## src/hw/rtl/tf_pkg.sv

```systemverilog
// Shared types, constants and functions for the Twofish block cipher unit.
// Holds the q permutations, the GF(2^8) multiply and the RS key-word reduction.
// No dependencies.
package tf_pkg;

	typedef logic [7:0]  byte_t;
	typedef logic [31:0] word_t;
	typedef logic [63:0] dword_t;

	// Feistel rounds per block
	localparam int ROUNDS = 16;
	localparam int RND_W  = (ROUNDS > 1) ? $clog2(ROUNDS) : 1;

	// Subkeys live in pairs: entries 0..3 hold whitening keys, 4.. hold round keys
	localparam int KEY_PAIRS   = 20;
	localparam int KEY_AW      = $clog2(KEY_PAIRS);
	localparam int WHITE_PAIRS = 4;

	// Configuration register indexes
	localparam int CFG_IW = 3;
	localparam logic [CFG_IW-1:0] REG_KEY0 = 3'd0;
	localparam logic [CFG_IW-1:0] REG_KEY1 = 3'd1;
	localparam logic [CFG_IW-1:0] REG_KEY2 = 3'd2;
	localparam logic [CFG_IW-1:0] REG_KEY3 = 3'd3;
	localparam logic [CFG_IW-1:0] REG_KLEN = 3'd4;

	// Key length codes
	localparam logic [1:0] KLEN_128 = 2'd0;
	localparam logic [1:0] KLEN_192 = 2'd1;
	localparam logic [1:0] KLEN_256 = 2'd2;

	// Command codes
	localparam logic CMD_ENC = 1'b0;
	localparam logic CMD_DEC = 1'b1;

	// Field polynomials
	localparam logic [8:0] RS_POLY  = 9'h14D;
	localparam logic [8:0] MDS_POLY = 9'h169;

	// Nibble tables of q0 (first) and q1 (second), four tables each
	localparam logic [3:0] QTAB [2][4][16] = '{
		'{
			'{4'h8,4'h1,4'h7,4'hD,4'h6,4'hF,4'h3,4'h2,4'h0,4'hB,4'h5,4'h9,4'hE,4'hC,4'hA,4'h4},
			'{4'hE,4'hC,4'hB,4'h8,4'h1,4'h2,4'h3,4'h5,4'hF,4'h4,4'hA,4'h6,4'h7,4'h0,4'h9,4'hD},
			'{4'hB,4'hA,4'h5,4'hE,4'h6,4'hD,4'h9,4'h0,4'hC,4'h8,4'hF,4'h3,4'h2,4'h4,4'h7,4'h1},
			'{4'hD,4'h7,4'hF,4'h4,4'h1,4'h2,4'h6,4'hE,4'h9,4'hB,4'h3,4'h0,4'h8,4'h5,4'hC,4'hA}
		},
		'{
			'{4'h2,4'h8,4'hB,4'hD,4'hF,4'h7,4'h6,4'hE,4'h3,4'h1,4'h9,4'h4,4'h0,4'hA,4'hC,4'h5},
			'{4'h1,4'hE,4'h2,4'hB,4'h4,4'hC,4'h3,4'h7,4'h6,4'hD,4'hA,4'h5,4'hF,4'h9,4'h0,4'h8},
			'{4'h4,4'hC,4'h7,4'h5,4'h1,4'h6,4'h9,4'hA,4'h0,4'hE,4'hD,4'h8,4'h2,4'hB,4'h3,4'hF},
			'{4'hB,4'h9,4'h5,4'h1,4'hC,4'h3,4'hD,4'hE,4'h6,4'h4,4'h7,4'hF,4'h2,4'h0,4'h8,4'hA}
		}
	};

	localparam byte_t MDS_MAT [4][4] = '{
		'{8'h01, 8'hEF, 8'h5B, 8'h5B},
		'{8'h5B, 8'hEF, 8'hEF, 8'h01},
		'{8'hEF, 8'h5B, 8'h01, 8'hEF},
		'{8'hEF, 8'h01, 8'hEF, 8'h5B}
	};

	localparam byte_t RS_MAT [4][8] = '{
		'{8'h01, 8'hA4, 8'h55, 8'h87, 8'h5A, 8'h58, 8'hDB, 8'h9E},
		'{8'hA4, 8'h56, 8'h82, 8'hF3, 8'h1E, 8'hC6, 8'h68, 8'hE5},
		'{8'h02, 8'hA1, 8'hFC, 8'hC1, 8'h47, 8'hAE, 8'h3D, 8'h19},
		'{8'hA4, 8'h55, 8'h87, 8'h5A, 8'h58, 8'hDB, 8'h9E, 8'h03}
	};

	// q permutation built from its nibble tables; sel picks q0 or q1
	function automatic byte_t q_perm(input byte_t x, input logic sel);
		logic [3:0] a1, b1, a2, b2, a3, b3, a4, b4;
		a1 = x[7:4] ^ x[3:0];
		b1 = x[7:4] ^ {x[0], x[3:1]} ^ {x[4], 3'b000};
		a2 = QTAB[sel][0][a1];
		b2 = QTAB[sel][1][b1];
		a3 = a2 ^ b2;
		b3 = a2 ^ {b2[0], b2[3:1]} ^ {a2[0], 3'b000};
		a4 = QTAB[sel][2][a3];
		b4 = QTAB[sel][3][b3];
		return {b4, a4};
	endfunction

	// GF(2^8) multiply, reduced by the given polynomial
	function automatic byte_t gf_mul(input byte_t a, input byte_t b, input logic [8:0] poly);
		logic [8:0] p;
		byte_t r;
		p = {1'b0, a};
		r = '0;
		for (int i = 0; i < 8; i++) begin
			if (b[i]) r = r ^ p[7:0];
			p = {p[7:0], 1'b0};
			if (p[8]) p = p ^ poly;
		end
		return r;
	endfunction

	// RS reduction of eight key bytes into one S-box key word
	function automatic word_t rs_word(input dword_t k);
		word_t s;
		byte_t acc;
		s = '0;
		for (int row = 0; row < 4; row++) begin
			acc = '0;
			for (int j = 0; j < 8; j++) acc = acc ^ gf_mul(RS_MAT[row][j], k[8*j +: 8], RS_POLY);
			s[8*row +: 8] = acc;
		end
		return s;
	endfunction

endpackage

```

## src/hw/rtl/tf_h.sv

```systemverilog
// Keyed h function of Twofish: q-permutation layers mixed with key words, then MDS.
// Depends on tf_pkg.
module tf_h (
	input  tf_pkg::word_t        x,
	input  logic [3:0][31:0]     l,
	input  logic [1:0]           klen,
	output tf_pkg::word_t        y
);
	import tf_pkg::*;

	byte_t v [4];
	byte_t z [4];

	always_comb begin
		byte_t acc;
		v[0] = x[7:0];
		v[1] = x[15:8];
		v[2] = x[23:16];
		v[3] = x[31:24];
		// extra layer for 256-bit keys
		if (klen >= KLEN_256) begin
			v[0] = q_perm(v[0], 1'b1) ^ l[3][7:0];
			v[1] = q_perm(v[1], 1'b0) ^ l[3][15:8];
			v[2] = q_perm(v[2], 1'b0) ^ l[3][23:16];
			v[3] = q_perm(v[3], 1'b1) ^ l[3][31:24];
		end
		// extra layer for 192- and 256-bit keys
		if (klen >= KLEN_192) begin
			v[0] = q_perm(v[0], 1'b1) ^ l[2][7:0];
			v[1] = q_perm(v[1], 1'b1) ^ l[2][15:8];
			v[2] = q_perm(v[2], 1'b0) ^ l[2][23:16];
			v[3] = q_perm(v[3], 1'b0) ^ l[2][31:24];
		end
		z[0] = q_perm(q_perm(q_perm(v[0], 1'b0) ^ l[1][7:0], 1'b0) ^ l[0][7:0], 1'b1);
		z[1] = q_perm(q_perm(q_perm(v[1], 1'b1) ^ l[1][15:8], 1'b0) ^ l[0][15:8], 1'b0);
		z[2] = q_perm(q_perm(q_perm(v[2], 1'b0) ^ l[1][23:16], 1'b1) ^ l[0][23:16], 1'b1);
		z[3] = q_perm(q_perm(q_perm(v[3], 1'b1) ^ l[1][31:24], 1'b1) ^ l[0][31:24], 1'b0);
		// MDS multiply
		y = '0;
		for (int i = 0; i < 4; i++) begin
			acc = '0;
			for (int j = 0; j < 4; j++) acc = acc ^ gf_mul(MDS_MAT[i][j], z[j], MDS_POLY);
			y[8*i +: 8] = acc;
		end
	end
endmodule

```

## config.mk

```make
export PLATFORM = sky130hd
export DESIGN_NAME = tf_h
export DESIGN_NICKNAME = d
export VERILOG_FILES = /design/src/hw/rtl/tf_pkg.sv /design/src/hw/rtl/tf_h.sv
export SDC_FILE = /design/constraint.sdc
export NUM_CORES = 1
export LEC_CHECK = 0
export ABC_AREA = 0
export BUFFER_PORTS_ARGS = -buffer_cell sky130_fd_sc_hd__buf_2
export CAP_MARGIN = 20
export CORE_MARGIN = 4
export CORE_UTILIZATION = 40
export DETAILED_ROUTE_END_ITERATION = 10
export PLACE_DENSITY_LB_ADDON = 0.12
export SLEW_MARGIN = 20
export SYNTH_ARGS = -nofsm -noshare
export SYNTH_HDL_FRONTEND = slang
export SYNTH_SLANG_ARGS = --single-unit
```

## constraint.sdc

```tcl
create_clock -name vclk -period 18.9
set_input_delay 2.835 -clock vclk [all_inputs]
set_output_delay 2.835 -clock vclk [all_outputs]
set_load 0.01 [all_outputs]
```

==> run summary, run 1 <==
Hold Path Class - in2out
Max Freq - 53.0 MHz
Mean Syn Cell Area - 8.09 um^2
CLK BUF - 0
CP most frequent cell - buf_4
WP depth - 66
synth top area cells - ha_1 (13%), xnor2_1 (10%), mux2i_1 (8.6%)
Mapped Area - 24,700 um^2
I/O Buffers - 194
syn_nets - 3,472
Crit Path Class - in2out
I/O Pins - 194
fin crit share - 99.8%
total track usage - 21.3%
Iter 0 DRT Violations - 1,372
Cells after Synth - 3,051
Placed Cells - 4,670
die area - 65,800 um^2
crit path time final - 18.86 ns
Rows - 90
Critical Path Max Stage Delay - 0.44 ns
Setup Viol. Count Final - 0
Synth top area share - 13.1%
critical path required time - 16.07 ns
Hold Path Stages - 10
Slew @ Worst Pin - 1.02 ns
Worst Setup End Kind - output port
fraction of layout cells with a size suffix above 1 - 52.1%
final net count - 4,543
commonest non-fill, non-tap cell in the layout - buf_4
Wirelength per Cell - 16.8 um
vias in the first global route - 25.6k
run status - finished, final reports clean
dpl ws - -0.760 ns
fin cells - 4,908
crit path DAT - 16.03 ns
Yosys top cell by area - ha_1
DRC violations left - 0
Top delay family on crit path - compound AO/OA/AOI/OAI gates
max-slew violation count - 0
most frequent cells in the layout - buf_4 (897), ha_1 (187), buf_2 (183), inv_1 (164), xnor2_1 (161)
hold buffer count at CTS - 0
Netlist cell types - 130
Initial Utilization - 40.7%
setup ws final - 0.0373 ns
antenna violations before repair - 11
final hold vios - 0
ANT nets after route - 0
Remaining Overflow, GRT - 0
slowest cell on the critical path - o31ai_1
Die X - 256 um
relative slew slack - 32.1%
first-pass GRT wire length - 122 mm
RSZ-0062 raised after global routing - true
WL final - 82.5 mm
sequential area share after synthesis - 0%
critical path launch point type - input port
Sequential cell area - 0 um^2
CP max FO - 7
CP bufs+invs - 18
RePlAce Congestion - 0.901
sequential cell count - 0
DPL Wire Length - 63.7 mm
Yosys Warn Count - 0
core area - 60,700 um^2
Vias - 26.9k
Final Util - 64.8%
vias per std cell - 5.49
first-pass detailed-route iteration total - 5
die height - 256 um
fillers - 4,815
largest net degree at the start of global routing - 53
number of max-cap violations - 0
Layout area overhead - 59.2%
[cells in the mapped netlist (all sizes together), types with 23 or more instances]
| master | instances |
|---|---|
| o22ai | 27 |
| nand4 | 38 |
| ha | 259 |
| buf | 42 |
| nand2b | 30 |
| xnor2 | 324 |
| o21ai | 102 |
| a31oi | 34 |
| a21oi | 118 |
| a21o | 33 |
| inv | 234 |
| nor4 | 25 |
| nor2 | 167 |
| nor3 | 92 |
| nand3 | 71 |
| mux2i | 223 |
| clkbuf | 30 |
| and2 | 44 |
| a211o | 33 |
| or3 | 30 |
| and3 | 35 |
| mux2 | 66 |
| or2 | 37 |
| nand2 | 167 |
| nor2b | 23 |
| xnor3 | 56 |
| xor2 | 203 |
| o211ai | 59 |
| a211oi | 53 |
[what timing repair did]
action	CTS	global route
buffers inserted	38	192
gates cloned	0	4
gates resized for setup	198	812
pin swaps	73	319
setup endpoints to repair	32	32
[logic make-up (layout without fill, tap and decap cells)]
group                      count (synthesis)  count (layout)  synth area share, %
muxes                                    310             310                 14.3
xor gates and xnor gates                 592             592                 26.3
adders and majority gates                261             261                 13.2
and+or+nand+nor                          835             835                 17.8
buffers and inverters                    309            1378                 5.34
AOI/OAI and AO/OA                        744             744                 23.1
other                                      0               6                    0
[layer usage]
metal	share of wire (%)	global-route usage, %	vias up
met5	0.042	0	-
met4	2.0	3.21	6
met1	43	27.6	13000
li1	-	-	13400
met2	52	39.9	488
met3	3.2	0.987	124
[final cells by class]
class	count	area [um^2]	share of cell area, %
Tap cell	782	978	2.49
Timing Repair Buffer	1142	8400	21.4
Multi-Input combinational cell	2742	29000	73.8
Antenna cell	6	15.0	0.0382
Inverter	236	900	2.29
[final timing paths]
path / from / endpoint / slack (ns)
setup / recovery: x[25] / y[2] / 0.04
hold / removal: l[17] / y[24] / 7.09
[per-stage QoR]
stage / instance area (um^2) / setup TNS, ns / hold slack [ns]
after floorplan: 25200 / 0 / 6.74
after global placement: 32100 / -10.86 / 7.06
after detailed placement: 32100 / -17.89 / 7.10
after CTS: 33500 / -0.0251 / 7.10
after global routing: 39300 / -9.17 / 7.16
final: 39300 / 0 / 7.09
Power of run 1 is left out: the tool's default activity adds up to more than one toggle a clock period on the data nets, which glitch-free logic cannot reach.
==> run 2, diff against run 1 <==
Settings changed: PLACE_DENSITY_LB_ADDON 0.12 to 0.15.
==> run summary, run 2 (synthesis gave the netlist of run 1 again) <==
Hold Path Class - in2out (unchanged)
core area - 60,700 um^2 (unchanged)
fillers - 4,631 (was 4,815)
max-slew violation count - 0 (unchanged)
antenna violations before repair - 15 (was 11)
die height - 256 um (unchanged)
vias in the first global route - 26.9k (was 25.6k)
Hold Crit Start - l[20] (was l[17])
CLK BUF - 0 (unchanged)
Setup Viol. Count Final - 0 (unchanged)
I/O Buffers - 194 (unchanged)
Cell Area, Placed - 33,900 um^2 (was 32,100 um^2)
Sequential cell area - 0 um^2 (unchanged)
WL final - 87.6 mm (was 82.5 mm)
first-pass GRT wire length - 128 mm (was 122 mm)
fin crit share - 99.9% (was 99.8%)
Initial Utilization - 40.7% (unchanged)
dpl ws - -0.976 ns (was -0.760 ns)
Die X - 256 um (unchanged)
I/O Pins - 194 (unchanged)
sequential cell count - 0 (unchanged)
post-route cell area - 41,500 um^2 (was 39,300 um^2)
Max Freq - 53.0 MHz (about the same)
relative slew slack - 37.7% (was 32.1%)
crit path time final - 18.87 ns (was 18.86 ns)
fraction of layout cells with a size suffix above 1 - 55.3% (was 52.1%)
RePlAce Congestion - 0.902 (was 0.901)
RSZ-0062 raised after global routing - true (unchanged)
final hold vios - 0 (unchanged)
Remaining Overflow, GRT - 0 (unchanged)
hold_ws - 7.23 ns (was 7.09 ns)
first-pass detailed-route iteration total - 5 (unchanged)
CP most frequent cell - ha_1 (was buf_4)
final net count - 4,802 (was 4,543)
run status - finished, final reports clean (unchanged)
Wirelength per Cell - 16.9 um (was 16.8 um)
slowest cell on the critical path - mux4_2 (was o31ai_1)
commonest non-fill, non-tap cell in the layout - buf_4 (unchanged)
hold buffer count at CTS - 0 (unchanged)
crit path DAT - 16.04 ns (was 16.03 ns)
vias per std cell - 5.46 (was 5.49)
ANT nets after route - 0 (unchanged)
Crit Path Class - in2out (unchanged)
largest net degree at the start of global routing - 95 (was 53)
Critical Path Max Stage Delay - 0.58 ns (was 0.44 ns)
CP max FO - 7 (unchanged)
DPL Wire Length - 66.7 mm (was 63.7 mm)
die area - 65,800 um^2 (unchanged)
Rows - 90 (unchanged)
Vias - 28.3k (was 26.9k)
Iter 0 DRT Violations - 1,295 (was 1,372)
number of max-cap violations - 0 (unchanged)
DRC violations left - 0 (unchanged)
critical path required time - 16.07 ns (about the same)
Worst Setup End Kind - output port (unchanged)
crit path from - x[17] (was x[25])
Layout area overhead - 68.0% (was 59.2%)
Slew @ Worst Pin - 0.935 ns (was 1.02 ns)
most frequent cells in the layout - buf_4 (1,156), ha_1 (191), buf_2 (184), inv_1 (171), xnor2_1 (158) (was buf_4 (897), ha_1 (187), buf_2 (183), inv_1 (164), xnor2_1 (161))
total track usage - 22.4% (was 21.3%)
setup ws final - 0.0262 ns (was 0.0373 ns)
critical path launch point type - input port (unchanged)
==> run 2: cell count changes in the layout (fill, tap and decap cells not counted), moves of 6 or more <==
cell	change
a21oi_2	+6
diode_2	+7
xor2_2	-13
nor3_2	+6
buf_4	+259
o21ai_0	-7
xor2_1	+8
inv_1	+7
inv_2	-6
==> run 2: layout make-up <==
| class | count | area, um^2 | share of cell area (%) |
|---|---|---|---|
| Timing Repair Buffer | 1401 | 10400 | 25.0 |
| Antenna cell | 13 | 32.5 | 0.0784 |
| Multi-Input combinational cell | 2742 | 29200 | 70.4 |
| Inverter | 236 | 897 | 2.16 |
| Tap cell | 782 | 978 | 2.36 |
==> run 2: metrics by stage <==
step / util [%] / std cells / setup TNS [ns]
final: 68.3 / 5174 / 0
after global routing: 68.3 / 5168 / -10.44
after CTS: 58.3 / 4956 / -0.0470
after detailed placement: 55.9 / 4913 / -22.81
after global placement: 55.9 / 4913 / -9.96
after floorplan: - / 3051 / 0
==> run 2: repair_timing <==
| action | in CTS | in global routing |
|---|---|---|
| cloned | 0 | 3 |
| resized for setup | 195 | 844 |
| setup buffers | 43 | 207 |
| setup endpoints to repair | 32 | 32 |
| pin swaps | 59 | 319 |
==> run 2: path summary, 6_finish.rpt <==
check / endpoint / slack, ns / cells past startpoint
max: y[5] / 0.03 / 63
min: y[24] / 7.23 / 11
==> run 2: critical path, delay by kind of cell <==
family                   cells  cell delay [ns]
AO/OA/AOI/OAI                9             2.07
XOR/XNOR                    15             3.50
adder cells (fa/ha/maj)      8             1.99
buffers and inverters       17             2.14
multiplexers                 6             2.38
AND/OR/NAND/NOR              8             1.14
==> run 2: routing by layer <==
layer	global-route usage, %	wire, um
met5	0	30
met4	4.82	2020
met3	1.35	2840
met2	41.9	45800
met1	28.2	37000
Power of run 2 is left out for the same reason.
